[src/rtl/gjinv_queue.sv]
// Two-entry request queue between the loader and the elimination engine.
module gjinv_queue #(
  parameter int unsigned WIDTH = 8
) (
  input  logic             clk_i,
  input  logic             rst_ni,
  input  logic             push_i,
  input  logic [WIDTH-1:0] data_i,
  input  logic             pop_i,
  output logic [WIDTH-1:0] data_o,
  output logic             full_o,
  output logic             empty_o
);

  logic [WIDTH-1:0] slot_q [2];
  logic             wr_ptr_q, rd_ptr_q;
  logic [1:0]       cnt_q;

  assign full_o  = (cnt_q == 2'd2);
  assign empty_o = (cnt_q == 2'd0);
  assign data_o  = slot_q[rd_ptr_q];

  always_ff @(posedge clk_i or negedge rst_ni) begin
    if (!rst_ni) begin
      wr_ptr_q <= 1'b0;
      rd_ptr_q <= 1'b0;
      cnt_q    <= 2'd0;
    end else begin
      if (push_i) wr_ptr_q <= ~wr_ptr_q;
      if (pop_i) rd_ptr_q <= ~rd_ptr_q;
      if (push_i && !pop_i) begin
        cnt_q <= cnt_q + 2'd1;
      end else if (!push_i && pop_i) begin
        cnt_q <= cnt_q - 2'd1;
      end
    end
  end

  always_ff @(posedge clk_i) begin
    if (push_i) slot_q[wr_ptr_q] <= data_i;
  end

endmodule

[config.mk]
export PLATFORM = sky130hd
export DESIGN_NAME = gjinv_queue
export DESIGN_NICKNAME = d
export VERILOG_FILES = /design/src/rtl/gjinv_queue.sv
export SDC_FILE = /design/constraint.sdc
export NUM_CORES = 1
export LEC_CHECK = 0
export BUFFER_PORTS_ARGS = -buffer_cell sky130_fd_sc_hd__buf_2
export CELL_PAD_IN_SITES_DETAIL_PLACEMENT = 0
export CELL_PAD_IN_SITES_GLOBAL_PLACEMENT = 1
export CORE_UTILIZATION = 43
export DETAILED_ROUTE_END_ITERATION = 16
export PLACE_DENSITY = 0.83
export SYNTH_ARGS = -nofsm -noshare
export SYNTH_HDL_FRONTEND = slang
export SYNTH_SLANG_ARGS = --single-unit
[constraint.sdc]
create_clock -name clk_i -period 2.9 [get_ports clk_i]
set_input_delay 0.145 -clock clk_i [delete_from_list [all_inputs] [get_ports clk_i]]
set_output_delay 0.145 -clock clk_i [all_outputs]
set_load 0.005 [all_outputs]
==> impl_metrics.tcl, run 1 <==
set metrics [dict create \
    cap_violations 0 \
    grt_use_total_pct 14.4 \
    rsz0062_at_grt "no" \
    core_area_sq_um 1590 \
    cp_slowest_cell "dfrtp_1" \
    setup-violations-final 0 \
    max_stage_delay_ns 0.60 \
    grt-ovfl-total 0 \
    r2r_cells 1 \
    slew_headroom_pct 55.9 \
    die_w_um 44.3 \
    fin_nets 80 \
    seq_power_share_pct 51.1 \
    clk_pin_slew_ns 0.11 \
    cp_max_fo 9 \
    layout-drive-gt1-share_pct 51.5 \
    grt_pass1_wl_mm 1.87 \
    vias 402 \
    syn_nets 54 \
    cts_tree "yes" \
    power.density_nw_per_um2 916 \
    combPwrFrac_pct 23.8 \
    startpoint_type "flip-flop" \
    pin_count 22 \
    firstDrtPassIters 3 \
    cp.required_ns 2.76 \
    initial_core_util_pct 48.4 \
    diodes 0 \
    wl_per_cell_um 12.3 \
    dp_slack_ns 1.60 \
    synth.avg_cell_area_sq_um 18.8 \
    ys_ff_latch 20 \
    viasPerCell 4.47 \
    min_to "rd_ptr_q" \
    wirelength_mm 1.11 \
    status "complete, no violations" \
    area_delta_synth_final_pct 24.2 \
    dp_cells 85 \
    p_clk_share_pct 25.2 \
    post_cts_buffers 0 \
    min_path_cells 2 \
    first_iter_violations 4 \
    ctsLongestPathBuffers 2 \
    worstPathCellList "mux2_2, buf_2" \
    grt_max_degree 13 \
    switchingPower_uw 221 \
    postRouteAntennaNets 0 \
    fin_crit_sh_pct 53.2 \
    syn_area_sq_um 771 \
    fmax_mhz 649 \
    drc 0 \
    crit_type "flip-flop to output pin" \
    finalCriticalPeriod_ns 1.54 \
    intPower_uw 655 \
    seq_area_frac_synth_pct 75.3 \
    cts_inserted_buffers 3 \
    cts-root-buf "clkbuf_4" \
    grt_pass1_vias 408 \
    maxSlewViolCount 0 \
    end_kind "output pin" \
    antenna_found_initial 0 \
    setup_ws_ns 1.36 \
    die-area_sq_um 1970 \
    rows 14 \
    yosysUniqueCellTypes 12 \
    hold_viol_final 0 \
    io_buffers 21 \
    gp_congestion 0.696 \
    die_height_um 44.3 \
    max_slew.worst_pin.slew_ns 0.660 \
    yosys_warnings 0 \
    timing.rr.end "slot_q[0][5]" \
    clock_latency_ns 0.29 \
    hpwlAfterDp_um 822 \
    fin_setup_tns_ns 0 \
    min_path_type "primary input to flip-flop" \
    cp.arrival_ns 1.40 \
    swShare_pct 25.3 \
    instances_no_fill 90 \
    rrSetupSlack_ns 1.60 \
    htreeDepth 1 \
    cts_sinks 20 \
    fin_worst_skew_ns 0.00704 \
    synthCells 41 \
    r2r-start "wr_ptr_q" \
    ir_drop_v 0.000441 \
    min_from "pop_i" \
    p_leak_uw 0.000392 \
]
power groups by stage:
stage	Combinational [uW]	Sequential (uW)	Clock, uW
final	208	448	221
after global routing	231	456	244
after CTS	211	448	225
after detailed placement	209	455	0
after global placement	204	449	0
after floorplan	163	422	0
timing repair:
action                                 CTS  global route
endpoints found under the hold margin    4             0
hold buffers                             1             0
resized for setup                        0             0
kinds of logic after synthesis:
family                     count (synthesis)  share of synthesized area [%]
DFF                                       20                           75.3
muxes                                      8                           11.7
xor gates and xnor gates                   5                           5.68
and+or+nand+nor                            5                           3.74
buffers and inverters                      2                           1.95
adders and majority gates                  1                           1.62
worst max-delay path: cells and delay by family, from the launching register on:
family,cells,cell delay (ns)
buffers and inverters,1,0.12
DFF,1,0.60
muxes,1,0.38
registers in the layout, summed over array words and instances (netlist names):
register	count
cnt_q	2
rd_ptr_q	1
wr_ptr_q	1
slot_q	16
cells in the final DEF, fill, tap and decap left out:
master and instances:
nor2_1 2, ha_1 1, buf_2 21, nor2b_1 1, dlygate4sd3_1 1, edfxtp_1 16, xor2_1 4, and2_1 1
clkbuf_4 3, and2b_2 1, mux2_2 8, inv_1 1, xnor2_1 1, dfrtp_1 4, bufinv_16 1
Yosys cell counts (all sizes together):
| cell | n | area share, % |
|---|---|---|
| nor2b | 1 | 0.81 |
| mux2 | 8 | 12 |
| xor2 | 4 | 4.5 |
| edfxtp | 16 | 62 |
| and2b | 1 | 1.1 |
| dfrtp | 4 | 13 |
| buf | 1 | 1.5 |
| inv | 1 | 0.49 |
| nor2 | 2 | 0.97 |
| ha | 1 | 1.6 |
| and2 | 1 | 0.81 |
| xnor2 | 1 | 1.1 |
per-layer routing:
| metal | GRT usage [%] | up-vias | part of all wire (%) | wire length, um |
|---|---|---|---|---|
| met2 | 22.4 | 8 | 54 | 601 |
| met1 | 18.2 | 195 | 43 | 474 |
| met5 | 0 | - | 0 | 0 |
| met4 | 7.27 | 0 | 0 | 0 |
| li1 | - | 199 | - | - |
| met3 | 4.90 | 0 | 3.1 | 34 |
area by class of cell:
| class | count | area (sq um) |
|---|---|---|
| clock buffer | 3 | 22.5 |
| clock inverter | 1 | 30.0 |
| fill | 133 | 637 |
| inverter | 1 | 3.75 |
| multi-input combinational | 19 | 175 |
| sequential | 20 | 581 |
| tap | 24 | 30.0 |
| timing repair buffer | 22 | 115 |
worst max path at each step:
stage                  start      endpoint  cells past startpoint
finish              rd_ptr_q     data_o[0]                      2
global route        rd_ptr_q     data_o[2]                      2
CTS                 rd_ptr_q     data_o[0]                      2
detailed placement  wr_ptr_q  slot_q[0][5]                      1
global placement    wr_ptr_q  slot_q[0][7]                      1
floorplan           wr_ptr_q  slot_q[0][0]                      1
through the flow:
step | power, uW | utilization [%] | hold slack, ns | cell area (sq um)
after floorplan | 585 | - | -0.151 | 771
after global placement | 653 | 56.1 | -0.0435 | 895
after detailed placement | 664 | 56.1 | -0.0452 | 895
after CTS | 885 | 60.0 | 0.0226 | 957
after global routing | 931 | 60.0 | 0.00136 | 957
final | 876 | 60.0 | 0.0332 | 957
Note: power is estimated with default switching activity, not from simulation.
==> run 2: changes to the inputs <==
--- a/config.mk
+++ b/config.mk
@@ -8,9 +8,10 @@
 export BUFFER_PORTS_ARGS = -buffer_cell sky130_fd_sc_hd__buf_2
 export CELL_PAD_IN_SITES_DETAIL_PLACEMENT = 0
 export CELL_PAD_IN_SITES_GLOBAL_PLACEMENT = 1
-export CORE_UTILIZATION = 43
+export CORE_ASPECT_RATIO = 0.7
+export CORE_UTILIZATION = 40
 export DETAILED_ROUTE_END_ITERATION = 16
-export PLACE_DENSITY = 0.83
+export PLACE_DENSITY = 0.78
 export SYNTH_ARGS = -nofsm -noshare
 export SYNTH_HDL_FRONTEND = slang
 export SYNTH_SLANG_ARGS = --single-unit
==> constraint.sdc (replaced) <==
create_clock -name clk_i -period 1.6 [get_ports clk_i]
set_input_delay 0.08 -clock clk_i [delete_from_list [all_inputs] [get_ports clk_i]]
set_output_delay 0.08 -clock clk_i [all_outputs]
set_load 0.005 [all_outputs]
==> run 2 against run 1 <==
Against the previous run: clock-buffer cell count unchanged; combinational power up 97%; register-to-register slack worse by 1.1 ns; wire length up 8.3%; largest power group unchanged; clock skew down 0.0033 ns.
==> impl_metrics.tcl, run 2 (same netlist as run 1, synthesis figures left out) <==
set metrics [dict create \
    slew_headroom_pct 73.6 \
    crit_type "flip-flop to output pin" \
    ff_latch_area_sq_um 581 \
    grt_pass1_vias 416 \
    pin_count 22 \
    drc 0 \
    grt_use_total_pct 13.8 \
    die-area_sq_um 2110 \
    regMostFlops "slot_q" \
    timing.rr.end "slot_q[1][6]" \
    htreeDepth 1 \
    fin_nets 91 \
    wl_per_cell_um 12.3 \
    io_buffers 21 \
    final_common_cell "buf_2" \
    largest_reg_flops 16 \
    hpwlAfterDp_um 782 \
    cap_violations 0 \
    swShare_pct 27.4 \
    fmax_mhz 679 \
    cp_max_fo 9 \
    n_fill_cell 131 \
    ctsLongestPathBuffers 2 \
    max_slew.worst_pin.slew_ns 0.396 \
    fin_setup_tns_ns 0 \
    fin_crit_sh_pct 92.1 \
    worstPathCellList "mux2_2, buf_2" \
    first_iter_violations 6 \
    r2r_cells 1 \
    diodes 0 \
    dpl-instance-area_sq_um 898 \
    layout_common_cells "21 x buf_2, 16 x edfxtp_1, 11 x dlygate4sd3_1, 8 x mux2_2" \
    combPwrFrac_pct 28.3 \
    fin_worst_skew_ns 0.00377 \
    gp_congestion 0.715 \
    grt-ovfl-total 0 \
    rows 12 \
    power.density_nw_per_um2 1400 \
    cp_slowest_cell "dfrtp_1" \
    die_height_um 38.7 \
    cts.repair.resized 0 \
    fin_area_sq_um 1030 \
    cp.arrival_ns 1.39 \
    p_leak_uw 0.000426 \
    switchingPower_uw 396 \
    maxSlewViolCount 0 \
    setup-violations-final 0 \
    post_cts_buffers 0 \
    clock_latency_ns 0.29 \
    startpoint_type "flip-flop" \
    wirelength_mm 1.20 \
    p_clk_share_pct 16.2 \
    cts-root-buf "clkbuf_4" \
    area_delta_synth_final_pct 34.3 \
    seq_power_share_pct 55.5 \
    min_path_type "primary input to async pin" \
    clk_pin_slew_ns 0.10 \
    cp.required_ns 1.52 \
    rrSetupSlack_ns 0.50 \
    grt_max_degree 12 \
    initial_core_util_pct 45.4 \
    reg_top3 "slot_q x16, cnt_q x2" \
    end_kind "output pin" \
    die_w_um 54.5 \
    cts_inserted_buffers 3 \
    rsz0062_at_grt "no" \
    layout-drive-gt1-share_pct 44.2 \
    core_area_sq_um 1700 \
    viasPerCell 4.56 \
    postRouteAntennaNets 0 \
    cts_sinks 20 \
    firstDrtPassIters 3 \
    max_stage_delay_ns 0.59 \
    antenna_found_initial 0 \
    r2r-start "wr_ptr_q" \
    status "complete, no violations" \
    ir_drop_v 0.000984 \
    intPower_uw 1050 \
    finalCriticalPeriod_ns 1.47 \
    hold_viol_final 0 \
    vias 447 \
    multiInputGateArea_sq_um 175 \
    grt_pass1_wl_mm 1.86 \
    cts_tree "yes" \
]
[run 2: metrics by stage]
step                setup WS [ns]  utilization [%]  instances  power, uW  hold WS, ns
floorplan                   0.438                -         41       1060       -0.216
CTS                        0.0940             61.0         98       1470       0.0889
detailed placement          0.442             52.9         83       1210       -0.110
global route               0.0299             61.0         98       1550        0.108
global placement            0.446             52.9         83       1200       -0.109
finish                      0.127             61.0         98       1450        0.103
[run 2: worst max path at each step]
stage | from | end | slack [ns] | cells after the start
after global routing | rd_ptr_q | data_o[1] | 0.03 | 2
after CTS | rd_ptr_q | data_o[1] | 0.09 | 2
final | rd_ptr_q | data_o[1] | 0.13 | 2
after detailed placement | rd_ptr_q | data_o[1] | 0.44 | 2
after global placement | rd_ptr_q | data_o[4] | 0.45 | 2
after floorplan | wr_ptr_q | slot_q[0][0] | 0.44 | 1
[run 2: critical path, delay by kind of cell, from the launching register on]
| kind | cells | cell delay [ns] |
|---|---|---|
| buffers and inverters | 1 | 0.12 |
| DFF | 1 | 0.59 |
| muxes | 1 | 0.38 |
[run 2: cell type report]
cell class / instances / area share, %
clock buffer: 3 / 2.18
timing repair buffer: 33 / 21.5
inverter: 1 / 0.363
sequential: 20 / 56.1
tap: 21 / 2.54
clock inverter: 1 / 0.363
multi-input combinational: 19 / 16.9
[run 2: repair_timing]
action / CTS / global route
setup endpoints to repair: 0 / 0
hold buffers: 11 / 0
hold endpoints to repair: 22 / 0
[run 2: power groups by stage]
stage                     logic (uW)  registers [uW]  clock network [uW]
after floorplan                  295             764                   0
after global placement           387             815                   0
after detailed placement         395             816                   0
after CTS                        416             807                 245
after global routing             451             828                 270
final                            409             802                 235
[run 2: metal layers]
layer	track usage (%)	vias to the layer above	part of all wire, %
met5	0	-	0
met2	23.5	14	49
li1	-	220	-
met4	1.92	0	0
met1	16.6	213	46
met3	5.88	0	5.0
