$ cat config.mk
export PLATFORM = sky130hd
export DESIGN_NAME = gjinv_front
export DESIGN_NICKNAME = d
export VERILOG_FILES = /design/src/rtl/gjinv_pkg.sv /design/src/rtl/gjinv_front.sv
export SDC_FILE = /design/constraint.sdc
export NUM_CORES = 1
export LEC_CHECK = 0
export CAP_MARGIN = 40
export CELL_PAD_IN_SITES_DETAIL_PLACEMENT = 0
export CELL_PAD_IN_SITES_GLOBAL_PLACEMENT = 1
export CORE_UTILIZATION = 38
export DETAILED_ROUTE_END_ITERATION = 7
export DONT_BUFFER_PORTS = 1
export PLACE_DENSITY_LB_ADDON = 0.12
export SKIP_LAST_GASP = 1
export SLEW_MARGIN = 10
export SYNTH_ARGS = -nofsm -noshare
export SYNTH_HDL_FRONTEND = slang
export SYNTH_SLANG_ARGS = --single-unit
$ cat constraint.sdc
create_clock -name clk_i -period 6 [get_ports clk_i]
set_input_delay 1.2 -clock clk_i [delete_from_list [all_inputs] [get_ports clk_i]]
set_output_delay 1.2 -clock clk_i [all_outputs]
set_load 0.1 [all_outputs]
$ cat src/rtl/gjinv_pkg.sv
// Shared constants and helper functions of the Gauss-Jordan matrix inverse block.
package gjinv_pkg;

  localparam int unsigned MAX_ORDER_DEF   = 8;
  localparam int unsigned VALUE_WIDTH_DEF = 32;

  localparam int unsigned ELEM_W    = 32;
  localparam int unsigned OUT_IDX_W = 3;
  localparam int unsigned ORDER_W   = 4;
  localparam logic [ORDER_W-1:0] ORDER_RESET = 4'd8;

  localparam int unsigned APB_ADDR_W = 3;
  localparam int unsigned APB_DATA_W = 32;
  // The register index is the word address, which is paddr[2] here.
  localparam logic REG_MATRIX_ORDER = 1'b0;

  // Working width of the arithmetic: the value width limited to 2..32 bits.
  function automatic int unsigned eff_w(input int unsigned vw);
    int unsigned w;
    w = vw;
    if (w > 32) w = 32;
    if (w < 2) w = 2;
    return w;
  endfunction

  function automatic int unsigned idx_w(input int unsigned depth);
    return (depth > 1) ? $clog2(depth) : 1;
  endfunction

endpackage

$ cat src/rtl/gjinv_front.sv
// Loader: accepts elements, clips them, tags them with their index and the end of a matrix.
module gjinv_front #(
  parameter int unsigned MAX_ORDER   = gjinv_pkg::MAX_ORDER_DEF,
  parameter int unsigned VALUE_WIDTH = gjinv_pkg::VALUE_WIDTH_DEF
) (
  input  logic                                   clk_i,
  input  logic                                   rst_ni,
  input  logic                                   in_valid_i,
  output logic                                   in_ready_o,
  input  logic signed [gjinv_pkg::ELEM_W-1:0]    element_value_i,
  input  logic [gjinv_pkg::ORDER_W-1:0]          order_i,
  input  logic                                   full_i,
  output logic                                   push_o,
  output logic [gjinv_pkg::eff_w(VALUE_WIDTH) +
                gjinv_pkg::idx_w(MAX_ORDER*MAX_ORDER) +
                $clog2(MAX_ORDER+1) + 1:0]       data_o
);

  localparam int unsigned EW    = gjinv_pkg::eff_w(VALUE_WIDTH);
  localparam int unsigned NW    = $clog2(MAX_ORDER + 1);
  localparam int unsigned CELLS = MAX_ORDER * MAX_ORDER;
  localparam int unsigned IW    = gjinv_pkg::idx_w(CELLS);
  localparam int unsigned LCW   = $clog2(CELLS + 1);
  localparam logic signed [63:0] VMAX64 = (64'sd1 <<< (EW - 1)) - 64'sd1;
  localparam logic signed [63:0] VMIN64 = -VMAX64 - 64'sd1;

  logic [LCW-1:0]    load_cnt_q, load_cnt_d;
  logic [NW-1:0]     n_eff;
  logic [LCW-1:0]    total;
  logic [LCW:0]      cnt_inc;
  logic              last;
  logic signed [63:0] v64;
  logic [EW-1:0]     val;
  logic              clipped;

  assign in_ready_o = !full_i;
  assign push_o     = in_valid_i && !full_i;

  always_comb begin
    if (order_i == '0) begin
      n_eff = NW'(1);
    end else if (order_i > gjinv_pkg::ORDER_W'(MAX_ORDER)) begin
      n_eff = NW'(MAX_ORDER);
    end else begin
      n_eff = NW'(order_i);
    end
    total   = LCW'(n_eff) * LCW'(n_eff);
    cnt_inc = (LCW+1)'(load_cnt_q) + (LCW+1)'(1);
    last    = (cnt_inc >= (LCW+1)'(total));
    load_cnt_d = last ? '0 : LCW'(cnt_inc);

    v64 = 64'(element_value_i);
    if (v64 > VMAX64) begin
      val = VMAX64[EW-1:0];
      clipped = 1'b1;
    end else if (v64 < VMIN64) begin
      val = VMIN64[EW-1:0];
      clipped = 1'b1;
    end else begin
      val = v64[EW-1:0];
      clipped = 1'b0;
    end
  end

  assign data_o = {clipped, val, load_cnt_q[IW-1:0], last, n_eff};

  always_ff @(posedge clk_i or negedge rst_ni) begin
    if (!rst_ni) begin
      load_cnt_q <= '0;
    end else if (push_o) begin
      load_cnt_q <= load_cnt_d;
    end
  end

endmodule

==> results list, run 1 <==
* Clock transition time at the flip-flop clock pins of the worst setup and hold paths: 0.05 ns
- In this run, the number of DRC markers left after iteration 0 of detailed routing was 9.
* Pre-CTS setup slack: around 1.2 ns
* Max-Slew Margin vs Limit: between 40 and 50%
- The worst setup path is launched from an input pin.
* Final hold violations: 0
- Proportion of synthesized area in mux cells: 0%
- Final standard cell area without fillers: between 900 and 1000 um2
* Adder and majority gate portion of the synthesized area: 13.72%
* Maximum ir drop on the vdd rail: around 0.00039 V
* Fraction of the yosys area taken by sequential cells: around a fifth
- Die area: about 2600 um2
* Post-layout net count: 150
- TritonCTS clock tree: built
* Largest buffer count on any clock path: 2
- Crit path capture type: output port
* Ratio of final minimum period to clock period: between 70% and 80%
* First-pass GRT wire length: around 2900 um
- From left edge to right edge, the die measures 51.00 um.
- The worst hold path begins at load_cnt_q[6]$_DFFE_PN0P_.
* Crit Reg-Reg Endpoint: load_cnt_q[2]$_DFFE_PN0P_
- In this run the worst path has a maximum fanout of 6.
- Static timing analysis puts the maximum clock frequency at approximately 210 MHz.
- Using the TritonRoute via totals, the vias-per-cell ratio works out to ~5.0.
* Buffers inserted during post-CTS setup optimization: 0
- Final period demand of the worst path: about 4.8 ns
- The largest registers in the layout are load_cnt_q x7.
- Required @ worst endpoint: between 4 and 5 ns
* Post-detailed-route wirelength per cell: between 10 and 15 um
- The count of nets left with antenna violations once routing finished came out at 0.
- Of the cells placed in the final design, the portion with a size suffix greater than 1 is about a quarter.
- Once the clock tree was built, the resizer swapped 0 gates to a different size.
* All-Layer GR Usage: around 15%
- Power per standard cell area: 537.8 nW/um2
* Mean cell area of the mapped netlist: roughly 7.4 um2
- For this run, design rule violations remaining after detail routing come to 0.
- Total routed wirelength: about 1800 um
* Max-cap violations: 0
- Number of rows in the core area: 17
- Pin count of the biggest net entering global routing: 11
- The worst hold path was traced through 2 stages.
- The number of global-route vias before repair was ~620.
- After legalization and detailed placement, the total HPWL measured between 1000 and 1500 um.
- Run status: finished, final reports clean
- For the final routed database, the setup TNS stands at 0 ns.
- In this run the clock root is driven by a clkbuf_4.
- From synthesis to final layout, the design area changed by 4.390%.
- The placed instances occupy a cell area of a little over 900 um2.
* Detailed Routing Iterations Pass 1: 4
- Clock insertion delay at the later pin of the skew report: between 0.2 and 0.3 ns
- The number of antenna diodes in the final layout is 0.
- Endpoint arrival time on the critical path: between 3 and 4 ns
- Number of buffers added on ports: 0
* Main combinational cell family by area after synthesis: buffers and inverters
- Summing the areas of all compound-gate instances in the mapped netlist gives about 17% of the synthesized area.
* Largest clock skew in the final design: 0.004780 ns
* Register with the most flip-flops: load_cnt_q
- End of the worst hold path: load_cnt_q[6]$_DFFE_PN0P_
* Synth Instances: between 100 and 150
* Chain of cells forming the critical path: nor2b_2, buf_4, nor2b_1, ha_1, a31oi_1, xor2_1, ha_1, a21o_1, a221oi_2, o21ai_4, buf_12
- During I/O placement, the number of pins put on the boundary was 86.
- Setup repair after global routing left no endpoint under its margin.
* Most frequent cell on the critical path: ha_1
- In this run the register-to-register setup slack is between 3 and 4 ns.
- Remaining Overflow, GRT: 0
- Final count of negative-setup-slack endpoints: 0
- The synthesized design contains 7 register bits.
- Fraction of the mapped netlist area in simple logic gates: between 10% and 20%
* Number of CTS-inserted buffers: 3
- Number of vias after detailed routing: about 640
* Actual slew at the worst max-slew pin: 0.8350 ns
- Launching point of the worst reg2reg path: load_cnt_q[2]$_DFFE_PN0P_
- Startpoint-to-endpoint class of the critical path: in2out
- The cell area that synthesis handed to floorplanning was 912.1 um2.
- Height of the chip: between 50 and 60 um
- Once the floorplan was initialized, standard cells occupied between 40% and 50% of the core.
* Highest cell delay on the worst timing path: ~0.36 ns
* Largest register FFs: 7
- Count of hold buffers inserted by post-cts repair: 0
- Of the total synthesized cell area, the portion taken by XOR and XNOR cells is 7.682%.
- For this design, the slowest cell found on the critical path is a221oi_2.
- CTS built an H-tree with a depth of 1.
* Depth of the worst register-to-register path: 11
* Core outline area: ~2200 um2
* Antenna violations before repair: 0
- Static leakage: 0.4627 nW
- The netlist uses 29 different library cells.
* Max Slew Vio Count: 0
- Number of warnings reported in the yosys synthesis log: 0
- CTS sink cnt: 7
- At the end of routability-driven placement, the weighted congestion stood at ~0.74.
* Final WS setup: 1.250 ns
* Hold crit path type: reg2reg
[per-layer routing]
layer	track usage, %	up-vias	wire length, um
li1	-	315	-
met5	0	-	0
met3	5.060	22	158
met2	18.64	26	741
met1	20.36	276	843
met4	10.65	0	82
[cell usage in the layout (no fill, tap or decap), types with 3 or more instances in the layout]
| cell type | instances |
|---|---|
| inv_1 | 6 |
| o21ai_0 | 5 |
| nand2_1 | 13 |
| xor2_1 | 4 |
| dfrtp_1 | 7 |
| buf_4 | 7 |
| and2_1 | 3 |
| xnor2_1 | 4 |
| buf_16 | 3 |
| conb_1 | 3 |
| clkbuf_4 | 3 |
| ha_1 | 10 |
| nor2_1 | 3 |
| nand3_1 | 4 |
[power breakdown]
group	total, mW	switching [mW]	internal [mW]
sequential	0.0825	0.0188	0.0637
combinational	0.387	0.263	0.124
clock	0.0425	0.0172	0.0254
total	0.512	0.299	0.213
[worst max-delay path by stage]
stage,startpoint,to,cells past startpoint
2_1_floorplan,order_i[3],data_o[4],10
3_3_place_gp,order_i[2],data_o[4],10
3_5_place_dp,order_i[2],data_o[4],11
4_1_cts,order_i[2],data_o[4],11
5_1_grt,order_i[2],data_o[4],11
6_report,order_i[2],data_o[4],11
[area by class of cell]
type / instances / area (um2)
Fill cell: 247 / 1281
Multi-Input combinational cell: 70 / 534.3
Sequential cell: 7 / 175.2
Timing Repair Buffer: 12 / 158.9
Tap cell: 28 / 35.03
Clock buffer: 4 / 26.28
Inverter: 6 / 22.52
[per-stage QoR]
step	util (%)	cells	hold WS [ns]	power (mW)
floorplan	-	125	0.4927	0.4904
global placement	36.69	118	0.5391	0.4124
detailed placement	41.46	123	0.5478	0.4727
CTS	42.63	127	0.5593	0.5173
global route	42.63	127	0.6111	0.5443
finish	42.63	127	0.5479	0.5121
[kinds of logic (layout without fill, tap and decap cells)]
family	after synthesis	count (layout)
DFF	7	7
buffers and inverters	48	22
and+or+nand+nor	32	32
other	1	3
AOI/OAI and AO/OA	17	17
xor gates and xnor gates	8	8
adders and majority gates	10	10
[cells in the mapped netlist]
| cell | n | share of area [%] |
|---|---|---|
| buf_6 | 1 | 1.2 |
| nor2b_1 | 3 | 2.1 |
| o21ai_0 | 5 | 2.7 |
| and4_4 | 1 | 1.2 |
| a31oi_1 | 1 | 0.69 |
| o311ai_2 | 1 | 1.8 |
| inv_1 | 6 | 2.5 |
| a221oi_2 | 1 | 1.6 |
| xor2_1 | 4 | 3.8 |
| nand3_1 | 4 | 2.2 |
| o21a_1 | 1 | 0.82 |
| nand2_1 | 13 | 5.4 |
| ha_1 | 10 | 14 |
| nand2b_1 | 1 | 0.69 |
| and3_1 | 2 | 1.4 |
| conb_1 | 1 | 0.41 |
| a21oi_1 | 1 | 0.55 |
| a21oi_4 | 1 | 1.8 |
| a21o_1 | 2 | 1.6 |
| nor2_1 | 4 | 1.6 |
| buf_4 | 8 | 6.6 |
| o21ai_4 | 1 | 1.8 |
| or4b_4 | 1 | 1.5 |
| and2_1 | 3 | 2.1 |
| clkbuf_1 | 33 | 14 |
| dfrtp_1 | 7 | 19 |
| o31ai_2 | 2 | 2.7 |
| o211ai_1 | 1 | 0.82 |
| xnor2_1 | 4 | 3.8 |
[worst max-delay path, delay by kind of cell]
kind,cells,cell delay [ns]
and+or+nand+nor,2,0.29
AOI/OAI and AO/OA,4,0.87
xor gates and xnor gates,1,0.17
adders and majority gates,2,0.59
buffers and inverters,2,0.42
Note: power is estimated with default switching activity, not from simulation.
==> run 2: changes to the inputs <==
CORE_UTILIZATION = 35   (was 38)
clock period = 3.9 ns   (was 6 ns; I/O delays follow)
==> run 2 against run 1 <==
  * Sequential power increased by 68%
  * Combinational power increased by 34%
  * Largest cell class unchanged
  * First-iteration DRC count decreased by 22%
  * Clock power increased by 54%
  * Hold slack got worse by 0.33 ns
  * Setup slack got worse by 1.0 ns
  * Non-clock buffer count unchanged
  * Register-to-register slack got worse by 2.2 ns
  * Utilization decreased by 6.3 points
  * Critical path depth decreased by 2
==> results list, run 2 (synthesis gave the netlist of run 1 again) <==
* Run status: finished, final reports clean
- The summed negative setup slack over all endpoints was 0 ns (unchanged).
- The H-tree depth was 1 (unchanged).
- Critical Path Fanout Max: 4 (-2)
- The relative slew slack is 52.03% (+7.8 points).
- Vias per inst: 4.969 (-1.2%)
- Number of non-filler instances in the completed layout: 129 (+1.6%)
- The floorplan die area is 2814 um2 (+8.2%).
* Static leakage: 0.4509 nW (-2.6%)
- Count of hold buffers inserted by post-cts repair: 0 (unchanged)
- RSZ-0062 raised after global routing: no
- Relative to the synthesized area, the layout overhead comes to -1.235%.
- Leading cell type in the layout, fill and taps excluded: nand2_1
- Number of nets with antenna violations after routing: 0 (unchanged)
- The initial antenna violation count was 0 (unchanged).
* Count of cells resized by post-cts repair: 0 (unchanged)
- The routability congestion estimate was 0.6689 (-10%).
- The wire length after detailed routing came to 1930 um (+5.7%).
* Pre-CTS setup slack: 0.2376 ns (-0.9912 ns)
* Cell total after placement: 125 (+1.6%)
- Detailed Routing Iterations Pass 1: 4 (unchanged)
- CTS sink cnt: 7 (unchanged)
- After layout, the minimum clock period comes to about 3.6 ns.
* Hold crit path type: in2async
- In the finished design, the share of the clock period the worst path needs comes to between 90% and 100%.
- Number of fill cells: 265 (+7.3%)
- Among all stages on the critical path, the largest delay is contributed by o21ai_4.
* Crit path capture type: output port
* Power per standard cell area: 803.2 nW/um2 (+49%)
* Actual slew at the worst max-slew pin: 0.7169 ns (-0.1181 ns)
- Largest clock skew in the final design: 0.002770 ns (-0.002011 ns)
* Vias in the first global route: 580 (-5.8%)
* Clock transition time at the flip-flop clock pins of the worst setup and hold paths: 0.05 ns (about the same)
* Most frequent cell on the critical path: ha_1
- Endpoint arrival time on the critical path: 2.87 ns (-0.68 ns)
* Final WS setup: 0.2511 ns (-0.9988 ns)
* Core outline area: 2477 um2 (+11%)
* Number of buffers added on ports: 0 (unchanged)
- The largest registers in the layout are load_cnt_q x7.
- The worst setup path is of the in2out kind.
* First-pass GRT wire length: 2746 um (-3.9%)
- The number of inserted diodes was 0 (unchanged).
- The post-detailed-route DRC marker count came to 0 (unchanged).
- The average wire per standard cell is 14.96 um (+4.1%).
* X dimension of the die: 53.05 um (+4.0%)
* Clock insertion delay at the later pin of the skew report: 0.25 ns (about the same)
- Counting flops per register, the top entry is load_cnt_q.
* Top library cells by usage in the layout, fill and taps aside: 13 x nand2_1, 12 x buf_4, 10 x ha_1
* Share of cells above drive strength 1: 26.26% (+1.0 points)
- The signal on the critical path passes through nor2b_4, nor2b_1, ha_1, a21o_1, a21oi_1, xor2_1, ha_1, nand3_1, o21ai_4.
- The highest ir drop seen on vdd was 0.0005408 V (+40%).
- Number of vias after detailed routing: 641 (+0.31%)
- The number of design-rule violations left by the first detailed-router iteration came to 7 (-2).
- The pin count of the biggest net entering global routing was 11 (unchanged).
- The worst hold slack was 0.2205 ns (-0.3274 ns).
- The number of max-cap violations came to 0 (unchanged).
- Highest cell delay on the worst timing path: 0.62 ns (+0.26 ns)
* Final count of negative-setup-slack endpoints: 0 (unchanged)
* TritonCTS clock tree: built
- Largest buffer count on any clock path: 2 (unchanged)
* Largest register FFs: 7 (unchanged)
- The number of cell rows was 18 (+1).
- Buffers inserted during post-CTS setup optimization: 0 (unchanged)
* Number of CTS-inserted buffers: 3 (unchanged)
- Height of the chip: 53.05 um (+4.0%)
* All-Layer GR Usage: 13.70% (-1.1 points)
- Root Buffer: clkbuf_4
- The hold violation total from the final report was 0 (unchanged).
* Type of origin of the critical path: input pin
* Achievable clock frequency: around 270 MHz
* Initial core utilization: 36.82% (-4.0 points)
- The number of max-slew violations in the final report was 0 (unchanged).
- The aggregate global routing overflow is 0 (unchanged).
- Required @ worst endpoint: 3.12 ns (-1.68 ns)
- Post-layout net count: 150 (unchanged)
- Final HPWL from detailed placement: 1601 um (+6.8%)
- The boundary pin count came to 86 (unchanged).
## run 2: cell counts in the layout (fill, tap and decap cells not counted)
Identical to the previous run, type by type.
## run 2: cell type report
cell class / count / area [um2] / area share (%)
flip-flops and latches: 7 / 175.2 / 19.44
clock buffers: 4 / 26.28 / 2.917
well taps: 30 / 37.54 / 4.167
repair buffers: 12 / 90.09 / 10.00
multi-input cells: 70 / 549.3 / 60.97
inverters: 6 / 22.52 / 2.500
## run 2: path summary, 6_finish.rpt
path | startpoint | end | slack [ns] | cells after the start
min in group clk_i | load_cnt_q[6]$_DFFE_PN0P_ | load_cnt_q[6]$_DFFE_PN0P_ | 0.52 | 2
max in group asynchronous | rst_ni | load_cnt_q[4]$_DFFE_PN0P_ | 3.61 | 0
setup / recovery | order_i[2] | data_o[4] | 0.25 | 9
hold / removal | rst_ni | load_cnt_q[0]$_DFFE_PN0P_ | 0.22 | 0
hold reg to reg | load_cnt_q[6]$_DFFE_PN0P_ | load_cnt_q[6]$_DFFE_PN0P_ | 0.52 | 2
setup reg to reg | load_cnt_q[2]$_DFFE_PN0P_ | load_cnt_q[3]$_DFFE_PN0P_ | 1.11 | 9
## run 2: worst max-delay path, delay by kind of cell
kind / cells / cell delay, ns
AO/OA/AOI/OAI: 3 / 0.94
adder cells (fa/ha/maj): 2 / 0.64
AND/OR/NAND/NOR: 3 / 0.40
XOR/XNOR: 1 / 0.09
## run 2: routing by layer
metal  part of all wire (%)  up-vias  global-route usage, %
li1                       -      318                      -
met1                     43      283                  16.58
met2                     48       34                  22.15
met3                    8.9        6                  4.310
met4                   0.73        0                  5.702
met5                      0        -                      0
## run 2: where the power goes
part	leakage [nW]	switching (mW)	internal (mW)
sequential	0.0885	0.0403	0.0984
clock	0.0150	0.0264	0.0390
combinational	0.347	0.383	0.136
total	0.451	0.450	0.274
## run 2: metrics by stage
step | area (um2) | power (mW) | utilization [%]
after floorplan | 945.9 | 0.7609 | -
final | 900.9 | 0.7236 | 36.36
after detailed placement | 874.6 | 0.6644 | 35.30
after CTS | 900.9 | 0.7327 | 36.36
after global routing | 900.9 | 0.7648 | 36.36
after global placement | 874.6 | 0.6625 | 35.30
